## src/hdl/stlb_pkg.sv

```systemverilog
// Shared definitions for the sorted table lower-bound core.
// Holds the default table depth, field widths and command codes.
// No dependencies.
package stlb_pkg;

  // Default number of table entries.
  localparam int DEPTH_DEFAULT = 64;

  // Width of one table element and of the value field.
  localparam int VAL_W = 32;

  // Width of the position and entry_count result fields.
  localparam int OUT_W = 7;

  // Command codes carried on the command field.
  localparam logic [1:0] CMD_CLEAR  = 2'd0;
  localparam logic [1:0] CMD_APPEND = 2'd1;
  localparam logic [1:0] CMD_QUERY  = 2'd2;

endpackage

```

## src/hdl/stlb_ram.sv

```systemverilog
// Table storage for the sorted table lower-bound core.
// One write port and one read port with registered read data.
// Depends on stlb_pkg for the element width.
module stlb_ram
  import stlb_pkg::*;
#(
  parameter int DEPTH = DEPTH_DEFAULT
) (
  input  logic                                   clk,
  input  logic                                   wr_en,
  input  logic [((DEPTH > 1) ? $clog2(DEPTH) : 1)-1:0] wr_addr,
  input  logic signed [VAL_W-1:0]                wr_data,
  input  logic [((DEPTH > 1) ? $clog2(DEPTH) : 1)-1:0] rd_addr,
  output logic signed [VAL_W-1:0]                rd_data
);

  logic signed [VAL_W-1:0] mem [DEPTH];

  // Write port.
  always_ff @(posedge clk) begin
    if (wr_en) begin
      mem[wr_addr] <= wr_data;
    end
  end

  // Read port, data registered.
  always_ff @(posedge clk) begin
    rd_data <= mem[rd_addr];
  end

endmodule

```

## src/hdl/sorted_table_lower_bound_core.sv

```systemverilog
// Sorted table of signed 32-bit values with clear, append and lower-bound query.
// A query finds the first entry at or above the target by binary search, and an
// append searches for the first entry above the value and then moves the upper
// entries up one place, each by a read in S_SHIFT and a write in S_MOVE, through
// a single memory read port and write port. Each step of the search is one
// memory read (S_PROBE) followed by one compare (S_CHECK). A command beat is
// taken when start is high and busy is low. A clear, an unused command code or
// an append to a full table is answered from idle, with done in the next cycle.
// Each result beat stands on the result ports for exactly one cycle, marked by
// done, and must be taken then: the receiver cannot hold it off.
// Depends on stlb_pkg and stlb_ram.
module sorted_table_lower_bound_core
  import stlb_pkg::*;
#(
  parameter int DEPTH = DEPTH_DEFAULT
) (
  input  logic                    clk,
  input  logic                    rst,
  input  logic                    start,
  output logic                    busy,
  input  logic [1:0]              command,
  input  logic signed [VAL_W-1:0] value,
  output logic                    done,
  output logic                    status,
  output logic [OUT_W-1:0]        position,
  output logic                    none_found,
  output logic [OUT_W-1:0]        entry_count
);

  localparam int AW = (DEPTH > 1) ? $clog2(DEPTH) : 1;
  localparam int CW = $clog2(DEPTH + 1);

  typedef enum logic [2:0] {
    S_IDLE,
    S_PROBE,
    S_CHECK,
    S_SHIFT,
    S_MOVE
  } state_t;

  state_t                  state;
  logic [CW-1:0]           count;
  logic [CW-1:0]           lo;
  logic [CW-1:0]           hi;
  logic [CW-1:0]           mid;
  logic [CW-1:0]           idx;
  logic signed [VAL_W-1:0] key;
  logic                    is_append;

  logic [CW-1:0]           mid_next;
  logic                    hit;
  logic                    wr_en;
  logic [AW-1:0]           wr_addr;
  logic signed [VAL_W-1:0] wr_data;
  logic [AW-1:0]           rd_addr;
  logic signed [VAL_W-1:0] rd_data;

  // Midpoint of the open search interval.
  assign mid_next = lo + ((hi - lo) >> 1);

  // Appends look for the first entry above the value, queries for the first not below.
  assign hit = is_append ? (rd_data > key) : (rd_data >= key);

  // Memory port control: moves during the shift, the new value at the end.
  always_comb begin
    rd_addr = (state == S_SHIFT) ? AW'(idx - CW'(1)) : AW'(mid_next);
    wr_en   = (state == S_MOVE) || ((state == S_SHIFT) && (idx == lo));
    wr_addr = (state == S_MOVE) ? AW'(idx) : AW'(lo);
    wr_data = (state == S_MOVE) ? rd_data : key;
  end

  stlb_ram #(
    .DEPTH (DEPTH)
  ) u_ram (
    .clk     (clk),
    .wr_en   (wr_en),
    .wr_addr (wr_addr),
    .wr_data (wr_data),
    .rd_addr (rd_addr),
    .rd_data (rd_data)
  );

  assign busy        = (state != S_IDLE);
  assign entry_count = OUT_W'(count);

  // Sequencer with its registered result beat.
  always_ff @(posedge clk) begin
    if (rst) begin
      state      <= S_IDLE;
      count      <= '0;
      done       <= 1'b0;
      status     <= 1'b0;
      position   <= '0;
      none_found <= 1'b0;
    end else begin
      done <= 1'b0;
      unique case (state)
        S_IDLE: begin
          if (start) begin
            key        <= value;
            is_append  <= (command == CMD_APPEND);
            lo         <= '0;
            hi         <= count;
            status     <= 1'b0;
            position   <= '0;
            none_found <= 1'b0;
            priority if (command == CMD_CLEAR) begin
              count <= '0;
              done  <= 1'b1;
            end else if ((command == CMD_APPEND) && (count >= CW'(DEPTH))) begin
              status <= 1'b1;
              done   <= 1'b1;
            end else if ((command == CMD_APPEND) || (command == CMD_QUERY)) begin
              state <= S_PROBE;
            end else begin
              done <= 1'b1;
            end
          end
        end
        S_PROBE: begin
          if (lo < hi) begin
            mid   <= mid_next;
            state <= S_CHECK;
          end else if (is_append) begin
            idx   <= count;
            state <= S_SHIFT;
          end else begin
            position   <= OUT_W'(lo);
            none_found <= (lo == count);
            done       <= 1'b1;
            state      <= S_IDLE;
          end
        end
        S_CHECK: begin
          if (hit) begin
            hi <= mid;
          end else begin
            lo <= mid + CW'(1);
          end
          state <= S_PROBE;
        end
        S_SHIFT: begin
          if (idx > lo) begin
            state <= S_MOVE;
          end else begin
            count <= count + CW'(1);
            done  <= 1'b1;
            state <= S_IDLE;
          end
        end
        S_MOVE: begin
          idx   <= idx - CW'(1);
          state <= S_SHIFT;
        end
        default: begin
          state <= S_IDLE;
        end
      endcase
    end
  end

  // The entry count never exceeds the table depth.
  a_count_range: assert property (@(posedge clk) disable iff (rst)
    count <= CW'(DEPTH))
    else $error("entry count above table depth");

  // The search interval stays ordered and within the held entries.
  a_interval: assert property (@(posedge clk) disable iff (rst)
    ((state == S_PROBE) || (state == S_CHECK)) |-> ((lo <= hi) && (hi <= count)))
    else $error("search interval out of order");

  // The shift never runs below the insertion point.
  a_shift_bound: assert property (@(posedge clk) disable iff (rst)
    ((state == S_SHIFT) || (state == S_MOVE)) |-> (idx >= lo))
    else $error("shift index below insertion point");

  // A result beat only appears once the sequencer is back to idle.
  a_done_idle: assert property (@(posedge clk) disable iff (rst)
    done |-> !busy)
    else $error("result beat while busy");

  // An accepted command either finishes at once or keeps the block busy.
  a_accept: assert property (@(posedge clk) disable iff (rst)
    (start && !busy) |=> (busy || done))
    else $error("accepted command was lost");

endmodule

```

## config.mk

```make
export PLATFORM = sky130hd
export DESIGN_NAME = sorted_table_lower_bound_core
export DESIGN_NICKNAME = d
export VERILOG_FILES = /design/src/hdl/stlb_pkg.sv /design/src/hdl/stlb_ram.sv /design/src/hdl/sorted_table_lower_bound_core.sv
export SDC_FILE = /design/constraint.sdc
export NUM_CORES = 2
export LEC_CHECK = 0
export ABC_CLOCK_PERIOD_IN_PS = 9100
export BUFFER_PORTS_ARGS = -buffer_cell sky130_fd_sc_hd__buf_2
export CORE_ASPECT_RATIO = 0.9
export CORE_MARGIN = 2
export CORE_UTILIZATION = 50
export CTS_CLUSTER_SIZE = 10
export DETAILED_ROUTE_END_ITERATION = 10
export GPL_TIMING_DRIVEN = 0
export HOLD_SLACK_MARGIN = 0.12
export PLACE_DENSITY = 0.65
export SLEW_MARGIN = 0
export SYNTH_ARGS = -nofsm -noshare
export SYNTH_HDL_FRONTEND = slang
export SYNTH_SLANG_ARGS = --single-unit
```

## constraint.sdc

```tcl
create_clock -name clk -period 9.1 [get_ports clk]
set_input_delay 0.91 -clock clk [delete_from_list [all_inputs] [get_ports clk]]
set_output_delay 0.91 -clock clk [all_outputs]
set_load 0.02 [all_outputs]
```

# ---- Word level (Yosys, flattened, before mapping)
# Memories as Yosys holds them, arrays and structs flattened. A register that Yosys moved wholly into a read port is not among the register bits.
# Cells that the tools add are included.
dict set report classes {
  addsub 5
  magnitude_cmp 5
  eq_ne 19
  mux 44
  bitwise_logic 1
  n_reduce_logical 20
}
# cell count
set op_table {}
lappend op_table {{$mux 7} 11}
lappend op_table {{$pmux 7 s2} 5}
lappend op_table {{$ge 32x32->1} 1}
lappend op_table {{$gt 32x32->1} 1}
lappend op_table {{$mux 32} 1}
lappend op_table {{$reduce_and 4->1} 6}
lappend op_table {{$ne 2x2->1 const B} 11}
lappend op_table {{$mux 1} 15}
lappend op_table {{$mux 3} 5}
lappend op_table {{$pmux 3 s5} 1}
lappend op_table {{$add 7x1->7 const B} 2}
lappend op_table {{$eq 7x7->1} 2}
lappend op_table {{$mux 6} 2}
lappend op_table {{$reduce_bool 2->1} 4}
lappend op_table {{$add 7x6->7} 1}
lappend op_table {{$ge 7x7->1 const B} 1}
lappend op_table {{$gt 7x7->1} 1}
lappend op_table {{$lt 7x7->1} 1}
lappend op_table {{$sub 7x1->7 const B} 1}
lappend op_table {{$sub 7x7->7} 1}
lappend op_table {{$eq 3x2->1 const B} 2}
lappend op_table {{$reduce_and 3->1} 2}
lappend op_table {{$mux 2} 2}
lappend op_table {{$eq 3x1->1 const B} 1}
lappend op_table {{other kinds (12)} 14}
dict set report totals {
  reg_bits 81
  ramBits 2048
  out_inout_bits 18
  mem_count 1
}
# memory depth width read_ports rd_ports_with_merged_regs wr line
set mem_list {}
lappend mem_list {u_ram.mem 64 32 1 1 1 stlb_ram.sv:17} ;# logic signed [VAL_W-1:0] mem [DEPTH];

# ---- Logic depth before layout (Yosys ltp)
dict set report depth {
  depth_word 7
  ltp_mapped 21
  mapped_depth_nobuf 18
}

# ---- Cells and area by module
# Synthesis repeated with hierarchy kept, for this count alone.
dict set report hier_totals {
  hier_cells 3872
  hier_area_um2 83755.3
}
# module instances cells_per_inst area_each_um2 seq_area_each_um2
set by_module_without_submodules {}
lappend by_module_without_submodules {stlb_ram 1 3324 78512.8 62139.6}
lappend by_module_without_submodules {sorted_table_lower_bound_core 1 548 5242.5 2232.1}

# ---- Worst setup path before layout
# No wires, ideal clock.
dict set report synth_path {
  kind {register to register}
  from {register state[1]}
  to {memory u_ram.mem[0][28] (data pin)}
  arrival_time_ns 3.789
  required_ns 8.398
  path_slack_ns 4.609
  stages_incl_launch_ff 6
  cell_sequence {dfxtp_1 > clkbuf_1 > nor3b_1 > clkbuf_1 > clkbuf_1 > o21ai_0}
}
dict set report synth_via {
  elab_chain_len 2
}
# element line
set synth_rtl {}
lappend synth_rtl {{from (decl)} sorted_table_lower_bound_core.sv:41} ;# state_t state;
lappend synth_rtl {{from (signal assigned)} sorted_table_lower_bound_core.sv:89} ;# state <= S_IDLE;
lappend synth_rtl {{from (signal assigned)} sorted_table_lower_bound_core.sv:114} ;# state <= S_PROBE;
lappend synth_rtl {{from (signal assigned)} sorted_table_lower_bound_core.sv:123} ;# state <= S_CHECK;
lappend synth_rtl {{$eq 3x3->1} sorted_table_lower_bound_core.sv:69} ;# wr_data = (state == S_MOVE) ? rd_data : key;
lappend synth_rtl {{$mux 32} sorted_table_lower_bound_core.sv:69}
lappend synth_rtl {{via u_ram.wr_data[28]} stlb_ram.sv:12} ;# input logic signed [VAL_W-1:0] wr_data,
lappend synth_rtl {{to (decl)} stlb_ram.sv:17}
# The timed path passes the listed nets, and every way through them passes these cells.

# ---- Worst setup path after layout
dict set report layout_path {
  from {register lo[1]}
  to {register u_ram.rd_data[13], read port of u_ram.mem}
}
dict set report layout_via {
  elab_chain_len 3
}
# element line
set layout_rtl {}
lappend layout_rtl {{from (decl)} sorted_table_lower_bound_core.sv:43} ;# logic [CW-1:0] lo;
lappend layout_rtl {{from (signal assigned)} sorted_table_lower_bound_core.sv:138} ;# lo <= mid + CW'(1);
lappend layout_rtl {{$sub 7x7->7} sorted_table_lower_bound_core.sv:59} ;# assign mid_next = lo + ((hi - lo) >> 1);
lappend layout_rtl {{$add 7x6->7 (*)} sorted_table_lower_bound_core.sv:59}
lappend layout_rtl {{$mux 6 (*)} sorted_table_lower_bound_core.sv:66} ;# rd_addr = (state == S_SHIFT) ? AW'(idx - CW'(1)) : AW'(mid_next);
lappend layout_rtl {{to (decl)} stlb_ram.sv:14} ;# output logic signed [VAL_W-1:0] rd_data
# Mark *: on every way between the ends. The rest lies on a longest branch, timed or not.
# A chain may end at the register's enable or synchronous reset.

==> results_dict.tcl <==
set metrics [dict create \
    die_y_um 396.3 \
    setup_viol 0 \
    wl_per_cell_um 31.85 \
    final_common_cell "edfxtp_1" \
    drt-pass1-iter-count 8 \
    via_count 51894 \
    worstPathMaxFanout 10 \
    holdWs_ns 0.2032 \
    cts_root_buf "clkbuf_16" \
    die-area_mm2 0.1743 \
    start_util 0.5051 \
    drtAntennaViolNets 0 \
    cts_hold_buffers 0 \
    overflow 0 \
    syn_to_final_growth_pct 15.08 \
    synthTopCellsByArea "edfxtp_1 74%, mux4_2 6.0%, nand2_1 5.2%" \
    hold_class "input port to flip-flop" \
    ys_warn_count 0 \
    fp.dieW_um 439.9 \
    finClkSkew_ns 0.03866 \
    syn-cell-area_mm2 0.08550 \
    numCtsBuffers 235 \
    r2r-start "lo[1]" \
    fin_crit_ns 6.631 \
    io_pins 55 \
    via_per_inst 6.356 \
    ctsResizeCount 0 \
    place_inst 7858 \
    rsz0062_at_grt "no" \
    synth_edf_count 2109 \
    rrSetupSlack_ns 2.47 \
    first_iter_violations 8154 \
    end_kind "flip-flop" \
    yosysSeqAreaShare 0.7529 \
    cts_num_sinks 2161 \
    violations "max-capacitance violations, max-slew violations" \
    cp.required_ns 9.83 \
    finalHoldViolations 0 \
    pwr-share-clk 0.310 \
    nets 5944 \
    yosysTopAreaCell "edfxtp_1" \
    dpl.hpwl_mm 178.8 \
    reg2regPathDepth 12 \
    critPathLaunch "lo[1]" \
    most-common-layout-cells "2109 x edfxtp_1, 1179 x nand2_1, 338 x nand3_1, 237 x clkbuf_16, 226 x mux4_2" \
    r2r_end "u_ram.rd_data[13]" \
    p_seq_frac 0.413 \
    internal-power_mw 17.89 \
    port_buffers 54 \
    clockBufferDepth 3 \
    antenna_found_initial 11 \
    syn_area_per_cell_um2 15.72 \
    vdd_ir_drop_max_uv 187.2 \
    synthCells 5438 \
    cts.clk_slew.worst_paths_ns 0.06 \
    rows 143 \
    cts_setup_buffers 0 \
    power_switching_mw 9.059 \
    grt_max_degree 65 \
    drive_gt1_frac 0.1728 \
    tightestPinTransition_ns 1.503 \
    yosysUniqueCellTypes 70 \
    fin_util 0.5813 \
    power_density_mw_per_mm2 273.8 \
    yosysTopAreaCellShare 0.7407 \
    first_global_vias 50283 \
    syn_nets 5534 \
    cts_tree "built" \
    criticalPathCategory "flip-flop to flip-flop" \
    status "complete, but fails checks" \
    cts_max_level 4 \
    switching_share 0.3362 \
    max_freq_mhz 150.8 \
    ys_seq_elements 2161 \
    power_mw 26.94 \
    core_area_mm2 0.1693 \
    async_flop_share 0 \
    clock_latency_ns 0.89 \
    grt_pass1_wl_mm 367.1 \
    arrival_ns 7.36 \
    worstSetupStartpointType "flip-flop" \
    p_leak_nw 32.84 \
    grt_usage 0.2984 \
    crit_path_end "u_ram.rd_data[13]" \
    cap_violations 2 \
    combPwrFrac 0.277 \
    wl_mm 260.0 \
    max_slew_margin -0.01037 \
    stdcell_count 8164 \
    fin_setup_tns_ns 0 \
    post-route-period-util 0.7287 \
    maxSlewViolCount 3 \
    synth-main-ff-cell "edfxtp_1" \
    globalplace.congestion 0.9505 \
    drc 0 \
]
==> logic make-up (layout without fill, tap and decap cells) <==
logic type	count (synthesis)	count (layout)	share of synthesized area
muxes	248	248	0.06227
AOI/OAI and AO/OA	632	632	0.05025
adders and majority gates	59	59	0.008810
DFF	2161	2161	0.7529
and+or+nand+nor	1924	1924	0.1001
other	0	2	0
buffers and inverters	384	861	0.02259
xor gates and xnor gates	30	30	0.003073
==> metal layers <==
layer | track usage | wire (um) | vias to the layer above | share of wire
met5 | 0 | 41 | - | 0.00016
met4 | 0.1345 | 13150 | 6 | 0.051
met3 | 0.08744 | 31540 | 570 | 0.12
met2 | 0.4501 | 117200 | 3293 | 0.45
met1 | 0.4038 | 98100 | 26331 | 0.38
li1 | - | - | 21694 | -
==> critical path: stages, from the launching register on <==
cell	delay [ns]
edfxtp_1	0.59
inv_1	0.28
fa_1	0.61
ha_1	0.18
inv_1	0.06
fa_1	0.52
a21oi_2	0.86
buf_2	0.56
buf_2	0.43
mux4_2	0.39
a221oi_1	1.07
a32o_1	0.80
nor4_2	0.11
==> cells in the mapped netlist, drive strengths merged, types with 29 or more instances <==
cell / n
clkbuf: 93
a31oi: 120
a21oi: 124
a22o: 30
o21ai: 54
and3: 131
o22ai: 59
a211oi: 59
edfxtp: 2109
nand2: 1181
nor4: 36
nor2: 133
ha: 57
nand4: 29
nand3: 338
a22oi: 55
buf: 233
or4: 29
inv: 58
a221oi: 31
dfxtp: 52
mux4: 226
==> worst min path at each step <==
stage,startpoint,to,slack (ns),cells after the start
after floorplan,none_found,none_found,0.54,2
after global placement,position[4],position[4],0.45,2
after detailed placement,position[6],position[6],0.46,2
after CTS,value[20],key[20],0.17,1
after global routing,value[11],key[11],0.19,1
final,value[20],key[20],0.20,1
==> state kept, by name, summed over array words and instances, names as in the netlist, 7 cells and up <==
name	cells
u_ram.mem	2048
key	32
u_ram.rd_data	32
entry_count	7
hi	7
idx	7
lo	7
mid	7
position	7
==> power by group through the flow <==
| stage | combinational [mW] | clock (mW) | sequential [mW] |
|---|---|---|---|
| 6_report | 7.47 | 8.36 | 11.1 |
| 5_1_grt | 7.75 | 8.79 | 11.1 |
| 4_1_cts | 7.26 | 8.40 | 11.1 |
| 3_5_place_dp | 7.22 | 0 | 11.3 |
| 3_3_place_gp | 7.05 | 0 | 11.4 |
| 2_1_floorplan | 4.01 | 0 | 11.3 |
==> cell type report <==
| type | count | area, um2 |
|---|---|---|
| diodes | 2 | 5.005 |
| plain buffers | 326 | 1714 |
| clock buffers | 288 | 6122 |
| clock inverters | 16 | 289.0 |
| fillers | 12766 | 70870 |
| inverters | 58 | 217.7 |
| multi-input cells | 2893 | 20040 |
| flip-flops and latches | 2161 | 64370 |
| well taps | 2247 | 2811 |
| repair buffers | 173 | 2825 |
==> through the flow <==
stage | setup slack, ns | area [um2]
finish | 2.469 | 98390
global route | 2.435 | 98390
CTS | 2.677 | 98380
detailed placement | 2.726 | 91970
global placement | -1.596 | 88580
floorplan | 4.609 | 85500
No activity file was read; power rests on OpenSTA's default activity.
